File: src/sv/tua_pkg.sv
// Shared definitions for the tag UID access table: field widths, command and
// status codes, the fixed slot-0 UID, the auth key ROM and the controller handshake.
// Depends on nothing; every other file of the block imports it.
package tua_pkg;

    // Field widths.
    localparam int CMD_W    = 2;
    localparam int UID_W    = 32;
    localparam int STATUS_W = 3;
    localparam int SLOT_W   = 5;
    localparam int KEY64_W  = 64;
    localparam int CARD_W   = 48;

    // Stream word widths, padded up to whole bytes.
    localparam int S_DATA_W = 40;
    localparam int M_DATA_W = 184;

    // Default table depth.
    localparam int ENTRIES_DEF = 32;

    // Command codes. The unused code is served as a lookup.
    localparam logic [CMD_W-1:0] CMD_INSERT = 2'd0;
    localparam logic [CMD_W-1:0] CMD_DELETE = 2'd1;
    localparam logic [CMD_W-1:0] CMD_LOOKUP = 2'd2;

    // Result status codes.
    localparam logic [STATUS_W-1:0] STAT_OK      = 3'd0;
    localparam logic [STATUS_W-1:0] STAT_PRESENT = 3'd1;
    localparam logic [STATUS_W-1:0] STAT_FULL    = 3'd2;
    localparam logic [STATUS_W-1:0] STAT_ABSENT  = 3'd3;
    localparam logic [STATUS_W-1:0] STAT_ZERO    = 3'd4;

    // Fixed UID held in slot 0 and the card key returned on a hit.
    localparam logic [UID_W-1:0]  FIXED_UID = 32'h4575_652A;
    localparam logic [CARD_W-1:0] CARD_KEY  = 48'hFFFF_FFFF_FFFF;

    // Controller to datapath commands.
    typedef struct packed {
        logic load;     // take a new word from the input channel
        logic issue;    // read the slot at the scan address and advance
        logic commit;   // apply the result to the table and the output register
    } tua_ctl_t;

    // Datapath to controller status.
    typedef struct packed {
        logic uid_zero;   // the held UID is zero
        logic addr_last;  // the scan address is at the last slot
        logic out_free;   // the output register can take a result
    } tua_sts_t;

    // Auth key ROM: the master key for slot 0, otherwise one of four rows
    // chosen by the low two bits of the slot index. Upper half first.
    function automatic logic [2*KEY64_W-1:0] auth_key(input logic       is_master,
                                                      input logic [1:0] row);
        logic [2*KEY64_W-1:0] key;
        if (is_master) begin
            key = {64'h4254_6963_696E_6F43, 64'h4100_0000_0000_0000};
        end else begin
            case (row)
                2'd0:    key = {64'h3E83_7AEE_9314_DF0B, 64'h120E_D412_56CF_9A51};
                2'd1:    key = {64'h4358_694D_E697_21BB, 64'hD278_83F4_98C3_FAC9};
                2'd2:    key = {64'hD9CE_183A_94F3_25E5, 64'hECFD_2A70_C5E8_5D9F};
                default: key = {64'hD304_EC5A_DEC4_B736, 64'h0DA9_C369_9753_5814};
            endcase
        end
        return key;
    endfunction

endpackage

File: src/sv/tua_ctrl.sv
// Sequencer for the tag UID access table: accepts a command word, runs the
// slot scan and commits the result. Depends on tua_pkg.
module tua_ctrl (
    input  logic              aclk,
    input  logic              aresetn,
    input  logic              s_tvalid,
    output logic              s_tready,
    input  tua_pkg::tua_sts_t sts,
    output tua_pkg::tua_ctl_t ctl
);
    import tua_pkg::*;

    localparam logic [1:0] S_IDLE   = 2'd0;
    localparam logic [1:0] S_SCAN   = 2'd1;
    localparam logic [1:0] S_LAST   = 2'd2;
    localparam logic [1:0] S_FINISH = 2'd3;

    logic [1:0] state_reg;
    logic [1:0] state_next;

    // Commands follow directly from the state, the status and the input valid.
    assign s_tready   = (state_reg == S_IDLE);
    assign ctl.load   = s_tvalid && s_tready;
    assign ctl.issue  = (state_reg == S_SCAN) && !sts.uid_zero;
    assign ctl.commit = (state_reg == S_FINISH) && sts.out_free;

    // Next state. A zero UID skips the scan.
    always_comb begin
        state_next = state_reg;
        unique case (state_reg)
            S_IDLE: begin
                if (ctl.load) state_next = S_SCAN;
            end
            S_SCAN: begin
                if (sts.uid_zero)       state_next = S_FINISH;
                else if (sts.addr_last) state_next = S_LAST;
            end
            S_LAST: begin
                state_next = S_FINISH;
            end
            S_FINISH: begin
                if (sts.out_free) state_next = S_IDLE;
            end
            default: begin
                state_next = S_IDLE;
            end
        endcase
    end

    always_ff @(posedge aclk) begin
        if (!aresetn) begin
            state_reg <= S_IDLE;
        end else begin
            state_reg <= state_next;
        end
    end

`ifndef NO_ASSERTIONS
    // The drain state only follows a read of the last slot.
    a_last_after_end: assert property (@(posedge aclk) disable iff (!aresetn)
        (state_reg == S_LAST) |-> $past(ctl.issue && sts.addr_last))
        else $error("scan drain entered without reaching the last slot");

    // After a commit the block is ready for the next word.
    a_ready_after_commit: assert property (@(posedge aclk) disable iff (!aresetn)
        ctl.commit |=> s_tready)
        else $error("not ready after committing a result");

    // A blocked result holds the controller in the finish state.
    a_hold_when_blocked: assert property (@(posedge aclk) disable iff (!aresetn)
        ((state_reg == S_FINISH) && !sts.out_free) |=> (state_reg == S_FINISH))
        else $error("finish state left while the output register was full");
`endif

endmodule

File: src/sv/tua_dpath.sv
// Datapath of the tag UID access table: UID memory with per-slot valid bits,
// scan address, match trackers, result decode and output register.
// Depends on tua_pkg.
module tua_dpath #(
    parameter int ENTRIES = tua_pkg::ENTRIES_DEF
) (
    input  logic                          aclk,
    input  logic                          aresetn,
    input  tua_pkg::tua_ctl_t             ctl,
    output tua_pkg::tua_sts_t             sts,
    input  logic [tua_pkg::CMD_W-1:0]     in_cmd,
    input  logic [tua_pkg::UID_W-1:0]     in_tag_id,
    output logic                          m_tvalid,
    input  logic                          m_tready,
    output logic [tua_pkg::M_DATA_W-1:0]  m_tdata
);
    import tua_pkg::*;

    localparam int IDX_W = $clog2(ENTRIES);

    // Table storage. Slots never written read as their reset value.
    logic [UID_W-1:0]   mem [ENTRIES];
    logic [ENTRIES-1:0] vld_reg;

    // Held command word.
    logic [CMD_W-1:0] cmd_reg;
    logic [UID_W-1:0] uid_reg;
    logic             zero_reg;

    // Scan address and read stage.
    logic [IDX_W-1:0] addr_reg;
    logic             rd_en_reg;
    logic [IDX_W-1:0] rd_idx_reg;
    logic [UID_W-1:0] rd_data_reg;
    logic             rd_vld_reg;
    logic [UID_W-1:0] rd_word;

    // Match trackers: first hit anywhere, first hit above slot 0, first free slot.
    logic             hit_all_reg;
    logic [IDX_W-1:0] hit_all_idx_reg;
    logic             hit_up_reg;
    logic [IDX_W-1:0] hit_up_idx_reg;
    logic             free_reg;
    logic [IDX_W-1:0] free_idx_reg;

    // Result decode.
    logic [STATUS_W-1:0]  res_status;
    logic [IDX_W-1:0]     res_idx;
    logic                 res_wr;
    logic [UID_W-1:0]     res_wdata;
    logic                 res_keys;
    logic [2*KEY64_W-1:0] key_word;
    logic                 wr_en;

    // Output register.
    logic                 m_valid_reg;
    logic [STATUS_W-1:0]  o_status_reg;
    logic [SLOT_W-1:0]    o_slot_reg;
    logic [KEY64_W-1:0]   o_key_hi_reg;
    logic [KEY64_W-1:0]   o_key_lo_reg;
    logic [CARD_W-1:0]    o_card_reg;

    // Latch the incoming command word.
    always_ff @(posedge aclk) begin
        if (ctl.load) begin
            cmd_reg  <= in_cmd;
            uid_reg  <= in_tag_id;
            zero_reg <= (in_tag_id == '0);
        end
    end

    // Scan address counter.
    always_ff @(posedge aclk) begin
        if (!aresetn) begin
            addr_reg <= '0;
        end else if (ctl.load) begin
            addr_reg <= '0;
        end else if (ctl.issue) begin
            addr_reg <= addr_reg + IDX_W'(1);
        end
    end

    assign sts.addr_last = (addr_reg == IDX_W'(ENTRIES - 1));
    assign sts.uid_zero  = zero_reg;
    assign sts.out_free  = !m_valid_reg || m_tready;

    // Memory port: registered read during the scan, write on commit.
    always_ff @(posedge aclk) begin
        if (ctl.issue) begin
            rd_data_reg <= mem[addr_reg];
        end
        if (wr_en) begin
            mem[res_idx] <= res_wdata;
        end
    end

    // Read stage control and the valid bit of the slot read.
    always_ff @(posedge aclk) begin
        if (!aresetn) begin
            rd_en_reg <= 1'b0;
        end else begin
            rd_en_reg <= ctl.issue;
        end
        if (ctl.issue) begin
            rd_idx_reg <= addr_reg;
            rd_vld_reg <= vld_reg[addr_reg];
        end
    end

    // Valid bits: set by the first write to a slot, cleared by reset.
    always_ff @(posedge aclk) begin
        if (!aresetn) begin
            vld_reg <= '0;
        end else if (wr_en) begin
            vld_reg[res_idx] <= 1'b1;
        end
    end

    // An unwritten slot holds the fixed UID at slot 0 and zero elsewhere.
    assign rd_word = rd_vld_reg ? rd_data_reg
                   : ((rd_idx_reg == '0) ? FIXED_UID : '0);

    // Trackers keep the first qualifying slot of the scan.
    always_ff @(posedge aclk) begin
        if (!aresetn || ctl.load) begin
            hit_all_reg <= 1'b0;
            hit_up_reg  <= 1'b0;
            free_reg    <= 1'b0;
        end else if (rd_en_reg) begin
            if (rd_word == uid_reg && !hit_all_reg) begin
                hit_all_reg     <= 1'b1;
                hit_all_idx_reg <= rd_idx_reg;
            end
            if (rd_word == uid_reg && rd_idx_reg != '0 && !hit_up_reg) begin
                hit_up_reg     <= 1'b1;
                hit_up_idx_reg <= rd_idx_reg;
            end
            if (rd_word == '0 && rd_idx_reg != '0 && !free_reg) begin
                free_reg     <= 1'b1;
                free_idx_reg <= rd_idx_reg;
            end
        end
    end

    // Result decode from the finished scan.
    always_comb begin
        res_status = STAT_OK;
        res_idx    = '0;
        res_wr     = 1'b0;
        res_wdata  = '0;
        res_keys   = 1'b0;
        if (zero_reg) begin
            res_status = STAT_ZERO;
        end else begin
            case (cmd_reg)
                CMD_INSERT: begin
                    if (hit_all_reg) begin
                        res_status = STAT_PRESENT;
                    end else if (free_reg) begin
                        res_idx   = free_idx_reg;
                        res_wr    = 1'b1;
                        res_wdata = uid_reg;
                    end else begin
                        res_status = STAT_FULL;
                    end
                end
                CMD_DELETE: begin
                    if (hit_up_reg) begin
                        res_idx = hit_up_idx_reg;
                        res_wr  = 1'b1;
                    end else begin
                        res_status = STAT_ABSENT;
                    end
                end
                default: begin
                    if (hit_all_reg) begin
                        res_idx  = hit_all_idx_reg;
                        res_keys = 1'b1;
                    end else begin
                        res_status = STAT_ABSENT;
                    end
                end
            endcase
        end
    end

    assign wr_en    = ctl.commit && res_wr;
    assign key_word = auth_key(res_idx == '0, 2'(res_idx));

    // Output register: loaded on commit, emptied when the word is taken.
    always_ff @(posedge aclk) begin
        if (!aresetn) begin
            m_valid_reg <= 1'b0;
        end else if (ctl.commit) begin
            m_valid_reg <= 1'b1;
        end else if (m_tready) begin
            m_valid_reg <= 1'b0;
        end
        if (ctl.commit) begin
            o_status_reg <= res_status;
            o_slot_reg   <= SLOT_W'(res_idx);
            o_key_hi_reg <= res_keys ? key_word[2*KEY64_W-1:KEY64_W] : '0;
            o_key_lo_reg <= res_keys ? key_word[KEY64_W-1:0] : '0;
            o_card_reg   <= res_keys ? CARD_KEY : '0;
        end
    end

    assign m_tvalid = m_valid_reg;
    assign m_tdata  = {o_card_reg, o_key_lo_reg, o_key_hi_reg, o_slot_reg, o_status_reg};

`ifndef NO_ASSERTIONS
    // The master slot is never written.
    a_master_kept: assert property (@(posedge aclk) disable iff (!aresetn)
        wr_en |-> (res_idx != '0))
        else $error("write to the master slot");

    // A hit above slot 0 is always also a hit over all slots.
    a_hit_order: assert property (@(posedge aclk) disable iff (!aresetn)
        hit_up_reg |-> hit_all_reg)
        else $error("upper hit recorded without a full-table hit");

    // A failed command reports slot zero.
    a_slot_on_fail: assert property (@(posedge aclk) disable iff (!aresetn)
        (ctl.commit && res_status != STAT_OK) |=> (o_slot_reg == '0))
        else $error("nonzero slot reported with a failure status");
`endif

endmodule

File: src/sv/tag_uid_access_table_core.sv
// Top level of the tag UID access table: stream ports, controller and datapath.
// Depends on tua_pkg, tua_ctrl and tua_dpath.
//
// Usage: each input word carries a command (insert, delete or lookup) and a
// 32-bit tag UID; each word yields exactly one result word with a status,
// the slot index and, on a successful lookup, the slot auth key and card key.
// The block works on one word at a time. After a word is accepted the
// controller reads every slot of the table, one memory read per cycle, then
// commits the result to the output register; a zero UID skips the scan. The
// next word is accepted in the cycle after the commit; no new word is taken
// while a scan runs.
// Reset clears the per-slot valid bits, so slot 0 reads as the fixed UID and
// all other slots as free; no clearing pass is needed. The result sits in an
// output register; while the receiver stalls, the next word may be accepted
// and scanned, and its result waits until the register is free.
module tag_uid_access_table_core #(
    parameter int ENTRIES = tua_pkg::ENTRIES_DEF
) (
    input  logic                          aclk,
    input  logic                          aresetn,
    input  logic                          s_tvalid,
    output logic                          s_tready,
    // s_tdata: cmd [1:0], tag_id [33:2], zero padding [39:34]
    input  logic [tua_pkg::S_DATA_W-1:0]  s_tdata,
    output logic                          m_tvalid,
    input  logic                          m_tready,
    // m_tdata: status [2:0], slot [7:3], auth_key_high [71:8],
    // auth_key_low [135:72], card_key [183:136]
    output logic [tua_pkg::M_DATA_W-1:0]  m_tdata
);
    import tua_pkg::*;

    tua_ctl_t ctl;
    tua_sts_t sts;

    // Sequencer.
    tua_ctrl u_ctrl (
        .aclk     (aclk),
        .aresetn  (aresetn),
        .s_tvalid (s_tvalid),
        .s_tready (s_tready),
        .sts      (sts),
        .ctl      (ctl)
    );

    // Table, scan and output register.
    tua_dpath #(
        .ENTRIES (ENTRIES)
    ) u_dpath (
        .aclk      (aclk),
        .aresetn   (aresetn),
        .ctl       (ctl),
        .sts       (sts),
        .in_cmd    (s_tdata[CMD_W-1:0]),
        .in_tag_id (s_tdata[CMD_W+UID_W-1:CMD_W]),
        .m_tvalid  (m_tvalid),
        .m_tready  (m_tready),
        .m_tdata   (m_tdata)
    );

endmodule
File: config.mk
export PLATFORM = sky130hd
export DESIGN_NAME = tag_uid_access_table_core
export DESIGN_NICKNAME = d
export VERILOG_FILES = /design/src/sv/tua_pkg.sv /design/src/sv/tua_ctrl.sv /design/src/sv/tua_dpath.sv /design/src/sv/tag_uid_access_table_core.sv
export SDC_FILE = /design/constraint.sdc
export NUM_CORES = 1
export LEC_CHECK = 0
export BUFFER_PORTS_ARGS = -buffer_cell sky130_fd_sc_hd__buf_2
export CELL_PAD_IN_SITES_DETAIL_PLACEMENT = 0
export CELL_PAD_IN_SITES_GLOBAL_PLACEMENT = 1
export CORE_MARGIN = 8
export CORE_UTILIZATION = 54
export DETAILED_ROUTE_END_ITERATION = 10
export PLACE_DENSITY_LB_ADDON = 0.1
export SYNTH_ARGS = -nofsm -noshare
export SYNTH_HDL_FRONTEND = slang
export SYNTH_SLANG_ARGS = --single-unit
File: constraint.sdc
create_clock -name aclk -period 6.64 [get_ports aclk]
set_input_delay 0 -clock aclk [delete_from_list [all_inputs] [get_ports aclk]]
set_output_delay 0 -clock aclk [all_outputs]
set_load 0.02 [all_outputs]
After elaboration in Yosys (flattened, before gate mapping). Memories as Yosys holds them, arrays and structs flattened. A register that Yosys moved wholly into a read port is not among the register bits. Index checks and enable logic that the tools add are counted.

Output and inout bits: 186. Register bits after elaboration: 284. Memories: 1. RAM bits: 1024.

Memory list: u_dpath.mem (depth 32, width 32, read ports 1, clocked after Yosys merged registers in 1, wr ports 1, line tua_dpath.sv:22) `logic [UID_W-1:0] mem [ENTRIES];`.

Bitwise gates (word level): 4. Mux-type cells: 41. Add/subtract/negate cells: 1. Order comparisons: 3. Reduce and logical (&&, ||, !) cells: 37. Equal/unequal tests: 11.

Operator list (count): one-hot mux 128 bit (3 select lines) (1); two-way mux 32 bit (5); two-way mux 127 bit (1); logical NOT 32 bit (2); two-way mux 48 bit (1); == test 32 bit (1); OR 32 bit (1); two-way mux 31 bit (1); two-way mux 5 bit (5); two-way mux 2 bit (7); two-way mux 1 bit (13); less-than comparator 5 x 6 -> 1 bit, second input constant (2); AND reduction 3 bit (4); logical AND 1 bit (10); logical NOT 5 bit (2); one-hot mux 5 bit (2 select lines) (1); one-hot mux 2 bit (4 select lines) (1); == test 2 x 1 -> 1 bit, second input constant (3); == test 2 bit, second input constant (3); logical NOT 1 bit (6); logical NOT 2 bit (3); one-hot mux 3 bit (2 select lines) (1); AND reduction 2 bit (3); OR reduction 2 bit (3); other kinds (13) (17).

Depth between registers and ports, before layout. Gate-level depths: netlist of run 1.

Depth in word-level cells: 9. Mapped depth: 11. Gate-level depth less buffers: 10.

Hierarchy. Synthesis of run 1 repeated with hierarchy kept, for this count alone.

Cell total of the unflattened synthesis: 2175. Area, all modules: 47062.6 um^2.

By module, submodules not included: tua_dpath (instances 1, sequential area each 35404.0 um^2, area each 46868.7 um^2, cells an instance 2153); tua_ctrl (instances 1, sequential area each 40.0 um^2, area each 193.9 um^2, cells an instance 22).

Least setup slack after synthesis of run 1. Ideal clock, no wire load.

Path kind: reg2reg. Start: register u_ctrl.state_reg[0]. End: memory u_dpath.mem[1][0] (enable). Arrival: 4.478 ns. Stages on the path, launching flop included: 6. Slack: 1.739 ns. Path buffers: 0. Period minus slack after synthesis: 4.901 ns. Path through: dfxtp_1 ha_1 nor2b_1 nor3b_1 nand2_1 nor2_1.

RTL lines: start, declared (line tua_ctrl.sv:18) `logic [1:0] state_reg;`; start signal, assigned (line tua_ctrl.sv:54) `state_reg <= state_next;`; end, declared (line tua_dpath.sv:22).

Worst setup path in the final report of run 1.
Start: register u_dpath.zero_reg. End: memory u_dpath.mem[6][22] (enable).

Elaborated cells between the ends (all ways): 5. Those cells by class: 4 x mux; 1 x reduce/logical.

RTL lines: start, declared (line tua_dpath.sv:28) `logic zero_reg;`; start signal, assigned (line tua_dpath.sv:68) `zero_reg <= (in_tag_id == '0);`; two-way mux 5 bit (line tua_dpath.sv:152) `if (zero_reg) begin`; named net u_dpath.res_idx[0] (line tua_dpath.sv:48) `logic [IDX_W-1:0] res_idx;`.

The timed path passes the listed nets, and every way through them passes these cells.

==> impl_metrics.env, run 1 <==
export IMPL_area_delta_synth_final_pct=13.8
export IMPL_p_leak_nw=19.6
export IMPL_pre_cts_slack_ps=1690
export IMPL_place_gp_congestion=0.884
export IMPL_yosysSeqAreaShare_pct=75.1
export IMPL_antenna_found_initial=3
export IMPL_area_sequential_um2=35500
export IMPL_grt_setup_unrepaired="no"
export IMPL_yosys_area_top_type="edfxtp_1"
export IMPL_crit_type="flip-flop to flip-flop"
export IMPL_worst_setup_path_start_kind="flip-flop"
export IMPL_wl_per_cell_um=29.8
export IMPL_grt_pass1_vias=22900
export IMPL_finalCritPeriodShare_pct=72.8
export IMPL_hold_path_class="input port to flip-flop"
export IMPL_cp_data_arrival_time_ps=5250
export IMPL_numClockSinks=1195
export IMPL_endpoint_kind="flip-flop"
export IMPL_yosys_most_used_dff="edfxtp_1"
export IMPL_dieHeight_um=312
export IMPL_worstMarginPinSlew_ps=1300
export IMPL_crit_required_ps=7060
export IMPL_holdBufCountCts=67
export IMPL_synth_edf_count=1151
export IMPL_syn_inst=2188
export IMPL_slew_headroom_pct=13.2
export IMPL_port_buffers=220
export IMPL_dp_hpwl_um=66500
export IMPL_drive_above_1_share_pct=34.1
export IMPL_multiInputGateArea_um2=10400
export IMPL_synth_area_per_cell_um2=21.6
export IMPL_place_area_um2=48900
export IMPL_fmax_mhz=207
export IMPL_drv_slew=0
export IMPL_min_period_ps=4830
export IMPL_setup_viol=0
export IMPL_start_util_pct=54.4
export IMPL_cts_buffers=130
export IMPL_pwr_share_seq_pct=51.6
export IMPL_ys_top_cells_by_area="edfxtp_1 73%, mux4_2 16%, buf_4 2.6%"
export IMPL_setup_ws_ps=1810
export IMPL_htree_num_levels=4
export IMPL_synth_distinct_cells=58
export IMPL_power_density_nw_per_um2=308
export IMPL_cts_resized=0
export IMPL_fillers=6008
export IMPL_cts_setup_buffers=0
export IMPL_drv_cap=0
export IMPL_fp_row_count=108
export IMPL_ys_warn_count=0
export IMPL_grt_overflow=0
export IMPL_drt_first_pass_iters=5
export IMPL_drc_errors=0
export IMPL_vias=22200
export IMPL_outcome="completed"
export IMPL_clk_pin_slew_ps=60
export IMPL_grt_max_degree=113
export IMPL_finClkSkew_ps=19.7
export IMPL_clockBufferDepth=3
export IMPL_cts_tree="done"
export IMPL_drt_iter0_drc=2338
export IMPL_wl_met3_um=8900
export IMPL_cts_root_buf="clkbuf_16"
export IMPL_top_layer_used="met5"
export IMPL_dieWidth_um=312
export IMPL_combPwrFrac_pct=6.4
export IMPL_hold_violations=0
export IMPL_core_area_um2=86800
export IMPL_antennaDiodeCount=0
export IMPL_routed_via_density=6.04
export IMPL_netlist_area_um2=47200
export IMPL_grt_pass1_wl_um=160000
export IMPL_synthArstFlopShare_pct=0
export IMPL_antenna_left=0
export IMPL_io_pins=230
export IMPL_dieArea_um2=97100
export IMPL_clkPwrFrac_pct=42.0
export IMPL_routed_wl_um=109000
export IMPL_power_net_switching_mw=3.67
export IMPL_top_register="u_dpath.mem"
export IMPL_worstPathMaxFanout=28
export IMPL_yosysTopAreaCellShare_pct=73.2
export IMPL_fin_setup_tns_ps=0
export IMPL_wl_met1_um=44400
export IMPL_post_route_cell_area_um2=53700
export IMPL_synth_seq_cells=1195
export IMPL_grt_util_all_layers_pct=22.6
export IMPL_p_int_mw=12.9
export IMPL_wl_met2_um=53600
export IMPL_largest_reg_flops=1024
export IMPL_netSwitchingFraction_pct=22.2
export IMPL_final_nets=2477
export IMPL_ir_drop_uv=260
export IMPL_clk_latency_ps=720
[synthesized netlist by cell type, drive strengths merged (16+ instances only)]
cell type,n
edfxtp,1151
nand2,37
and2,35
mux2,33
o21a,41
nor2,69
nor4,22
clkbuf,51
buf,193
nand3,19
inv,16
dfxtp,44
mux4,330
[worst max-delay path: stages (launching register included)]
cell and delay [ps]:
edfxtp_1 670, nand3b_1 410, inv_1 330, nand2_1 190, o21ai_0 340, inv_1 250, ha_1 250, nand2_1 570
nor2_4 1180, buf_4 310
[per-stage QoR]
stage | utilization (%) | cells | power [mW] | hold slack, ps
2_1_floorplan | - | 2190 | 9.45 | 98.9
3_3_place_gp | 56.4 | 3376 | 9.72 | 192
3_5_place_dp | 56.4 | 3376 | 9.73 | 190
4_1_cts | 61.9 | 3676 | 16.7 | 0.790
5_1_grt | 61.9 | 3676 | 17.0 | 23.8
6_report | 61.9 | 3676 | 16.6 | 51.3
[final timing paths]
kind                               startpoint                               end  slack [ps]  depth (start not counted)
min                               s_tdata[31]     u_dpath.uid_reg[29]$_DFFE_PP_          50                          2
max reg2reg        u_dpath.zero_reg$_DFFE_PP_      u_dpath.mem[6][22]$_DFFE_PP_        1810                          9
min reg2reg  u_dpath.vld_reg[26]$_SDFFE_PN0P_  u_dpath.vld_reg[26]$_SDFFE_PN0P_         460                          1
max                u_dpath.zero_reg$_DFFE_PP_      u_dpath.mem[6][22]$_DFFE_PP_        1810                          9
[power groups by stage]
stage	registers (mW)	clock network [mW]	logic, mW
4_1_cts	8.53	7.06	1.08
5_1_grt	8.55	7.35	1.14
6_report	8.55	6.95	1.06
3_3_place_gp	8.68	0	1.03
3_5_place_dp	8.69	0	1.04
2_1_floorplan	8.58	0	0.864
[logic make-up (layout without fill, tap and decap cells)]
| group | Yosys count | in the layout | synth area share [%] |
|---|---|---|---|
| xor+xnor | 20 | 20 | 0.371 |
| other cells | 1 | 3 | 0.00794 |
| simple gates | 230 | 230 | 2.54 |
| fa+ha+maj | 13 | 13 | 0.345 |
| buf+inv | 260 | 591 | 3.51 |
| compound gates | 103 | 103 | 1.54 |
| flops | 1195 | 1195 | 75.1 |
| mux | 366 | 366 | 16.6 |
[placed cells by master, fill, tap and decap left out, drive strengths merged, types with 5 or more instances in the layout]
| cell type | count |
|---|---|
| o22ai | 7 |
| inv | 23 |
| edfxtp | 1151 |
| nand4 | 10 |
| dlygate4sd3 | 67 |
| mux4 | 330 |
| nand4b | 5 |
| bufinv | 6 |
| and2 | 35 |
| nand3 | 19 |
| mux2 | 33 |
| ha | 13 |
| o21a | 41 |
| and3 | 6 |
| a21oi | 11 |
| clkinv | 35 |
| xnor2 | 9 |
| nor2b | 5 |
| nand2 | 37 |
| nor4 | 22 |
| nor2 | 69 |
| nor3 | 5 |
| clkbuf | 183 |
| a22oi | 9 |
| buf | 275 |
| o21ai | 14 |
| xor2 | 11 |
| dfxtp | 44 |
[per-layer routing]
metal,up-vias,track usage [%]
li1,9412,-
met1,11800,30.7
met2,877,36.3
met3,152,5.92
met4,2,6.45
met5,-,0
[area by class of cell]
| cell class | instances | share of cell area (%) |
|---|---|---|
| Clock buffer | 183 | 6.84 |
| Clock inverter | 50 | 0.864 |
| Inverter | 16 | 0.112 |
| Multi-Input combinational cell | 735 | 19.3 |
| Sequential cell | 1195 | 66.0 |
| Tap cell | 1155 | 2.69 |
| Timing Repair Buffer | 342 | 4.16 |
(Power assumes the default switching activity.)
==> run 2: changes to the inputs <==
==> constraint.sdc (replaced) <==
create_clock -name aclk -period 4.75 [get_ports aclk]
set_input_delay 0 -clock aclk [delete_from_list [all_inputs] [get_ports aclk]]
set_output_delay 0 -clock aclk [all_outputs]
set_load 0.02 [all_outputs]
==> impl_metrics.env, run 2 (synthesis results as in run 1) <==
export IMPL_timing_hold_ws_ps=38.0
export IMPL_antenna_left=0
export IMPL_pre_cts_slack_ps=821
export IMPL_power_density_nw_per_um2=425
export IMPL_finClkSkew_ps=40.1
export IMPL_cts_resized=0
export IMPL_wl_per_cell_um=30.3
export IMPL_core_area_um2=86800
export IMPL_clk_pin_slew_ps=60
export IMPL_finalCritPeriodShare_pct=82.1
export IMPL_cp_data_arrival_time_ps=4240
export IMPL_fp_row_count=108
export IMPL_fmax_mhz=257
export IMPL_top_usage_layer="met2"
export IMPL_final_common_cell="edfxtp_1"
export IMPL_worstPathMaxFanout=17
export IMPL_fillers=6032
export IMPL_post_route_cell_area_um2=53600
export IMPL_use_met3_pct=4.62
export IMPL_cts_buffers=119
export IMPL_layout_cells_non_filler=3668
export IMPL_top_register="u_dpath.mem"
export IMPL_port_buffers=220
export IMPL_numClockSinks=1195
export IMPL_final_cell_mix="1151 x edfxtp_1, 330 x mux4_2, 220 x buf_2"
export IMPL_worst_setup_path_start_kind="flip-flop"
export IMPL_dp_hpwl_um=64300
export IMPL_clockBufferDepth=3
export IMPL_hold_violations=0
export IMPL_place_gp_congestion=0.825
export IMPL_drive_above_1_share_pct=35.4
export IMPL_worstMarginPinSlew_ps=1240
export IMPL_drv_slew=0
export IMPL_slew_headroom_pct=17.5
export IMPL_grt_overflow=0
export IMPL_use_met2_pct=35.9
export IMPL_dieWidth_um=312
export IMPL_grt_setup_unrepaired="no"
export IMPL_min_period_ps=3900
export IMPL_cts_tree="done"
export IMPL_drt_first_pass_iters=6
export IMPL_setup_viol=0
export IMPL_htree_num_levels=3
export IMPL_crit_required_ps=5090
export IMPL_area_delta_synth_final_pct=13.6
export IMPL_fin_setup_tns_ps=0
export IMPL_cts_setup_buffers=0
export IMPL_drv_cap=0
export IMPL_placed_cells=3402
export IMPL_clk_latency_ps=700
export IMPL_grt_pass1_vias=23200
export IMPL_p_leak_nw=19.5
export IMPL_io_pins=230
export IMPL_grt_util_all_layers_pct=22.7
export IMPL_grt_max_degree=65
export IMPL_final_nets=2470
export IMPL_setup_ws_ps=852
export IMPL_place_area_um2=49300
export IMPL_antenna_found_initial=2
export IMPL_outcome="completed"
export IMPL_holdBufCountCts=45
export IMPL_drt_iter0_drc=2194
export IMPL_hold_path_class="input port to flip-flop"
export IMPL_ir_drop_uv=384
export IMPL_routed_wl_um=111000
export IMPL_use_met1_pct=32.6
export IMPL_drc_errors=0
export IMPL_crit_type="flip-flop to flip-flop"
export IMPL_dieHeight_um=312
export IMPL_cts_root_buf="clkbuf_16"
export IMPL_endpoint_kind="flip-flop"
export IMPL_grt_pass1_wl_um=161000
export IMPL_start_util_pct=54.4
export IMPL_largest_reg_flops=1024
export IMPL_routed_via_density=6.11
export IMPL_dieArea_um2=97100
export IMPL_vias=22400
export IMPL_antennaDiodeCount=0
-- run 2: power by group --
part / total [mW] / internal, mW / switching, mW
combinational: 1.51 / 0.667 / 0.845
clock: 9.34 / 5.42 / 3.92
sequential: 11.9 / 11.6 / 0.304
total: 22.8 / 17.7 / 5.07
-- run 2: final cells by class --
cell class | instances | area [µm²] | area share [%]
clock buffers | 157 | 3220 | 6.01
clock inverters | 64 | 678 | 1.27
inverters | 16 | 60.1 | 0.112
multi-input cells | 735 | 10400 | 19.3
flip-flops and latches | 1195 | 35500 | 66.2
well taps | 1155 | 1450 | 2.70
repair buffers | 346 | 2370 | 4.43
-- run 2: worst paths after layout --
| check | startpoint | to | slack, ps | cells past startpoint |
|---|---|---|---|---|
| max reg2reg | u_dpath.cmd_reg[1]$_DFFE_PP_ | u_dpath.mem[28][26]$_DFFE_PP_ | 850 | 10 |
| max | u_dpath.cmd_reg[1]$_DFFE_PP_ | u_dpath.mem[28][26]$_DFFE_PP_ | 850 | 10 |
| min | s_tdata[10] | u_dpath.uid_reg[8]$_DFFE_PP_ | 40 | 2 |
| min reg2reg | u_dpath.vld_reg[16]$_SDFFE_PN0P_ | u_dpath.vld_reg[16]$_SDFFE_PN0P_ | 460 | 1 |
-- run 2: through the flow --
step           power [mW]  utilization [%]
2_1_floorplan        13.2                -
3_3_place_gp         13.6             56.8
3_5_place_dp         13.7             56.8
4_1_cts              23.0             61.8
5_1_grt              23.5             61.8
6_report             22.8             61.8
-- run 2: worst max-delay path, stage by stage, from the launching register on --
cell and delay (ps):
edfxtp_1 520, nand3b_1 360, inv_1 230, nand2_1 160
o21ai_0 100, buf_4 170, inv_1 140, ha_1 260
nand2_1 340, nor2_4 750, buf_4 490
-- run 2: layer usage --
metal	share of wire (%)	vias up
met1	42	11900
met3	8.3	152
met2	48	930
met5	0.012	-
met4	2.3	2
li1	-	9407
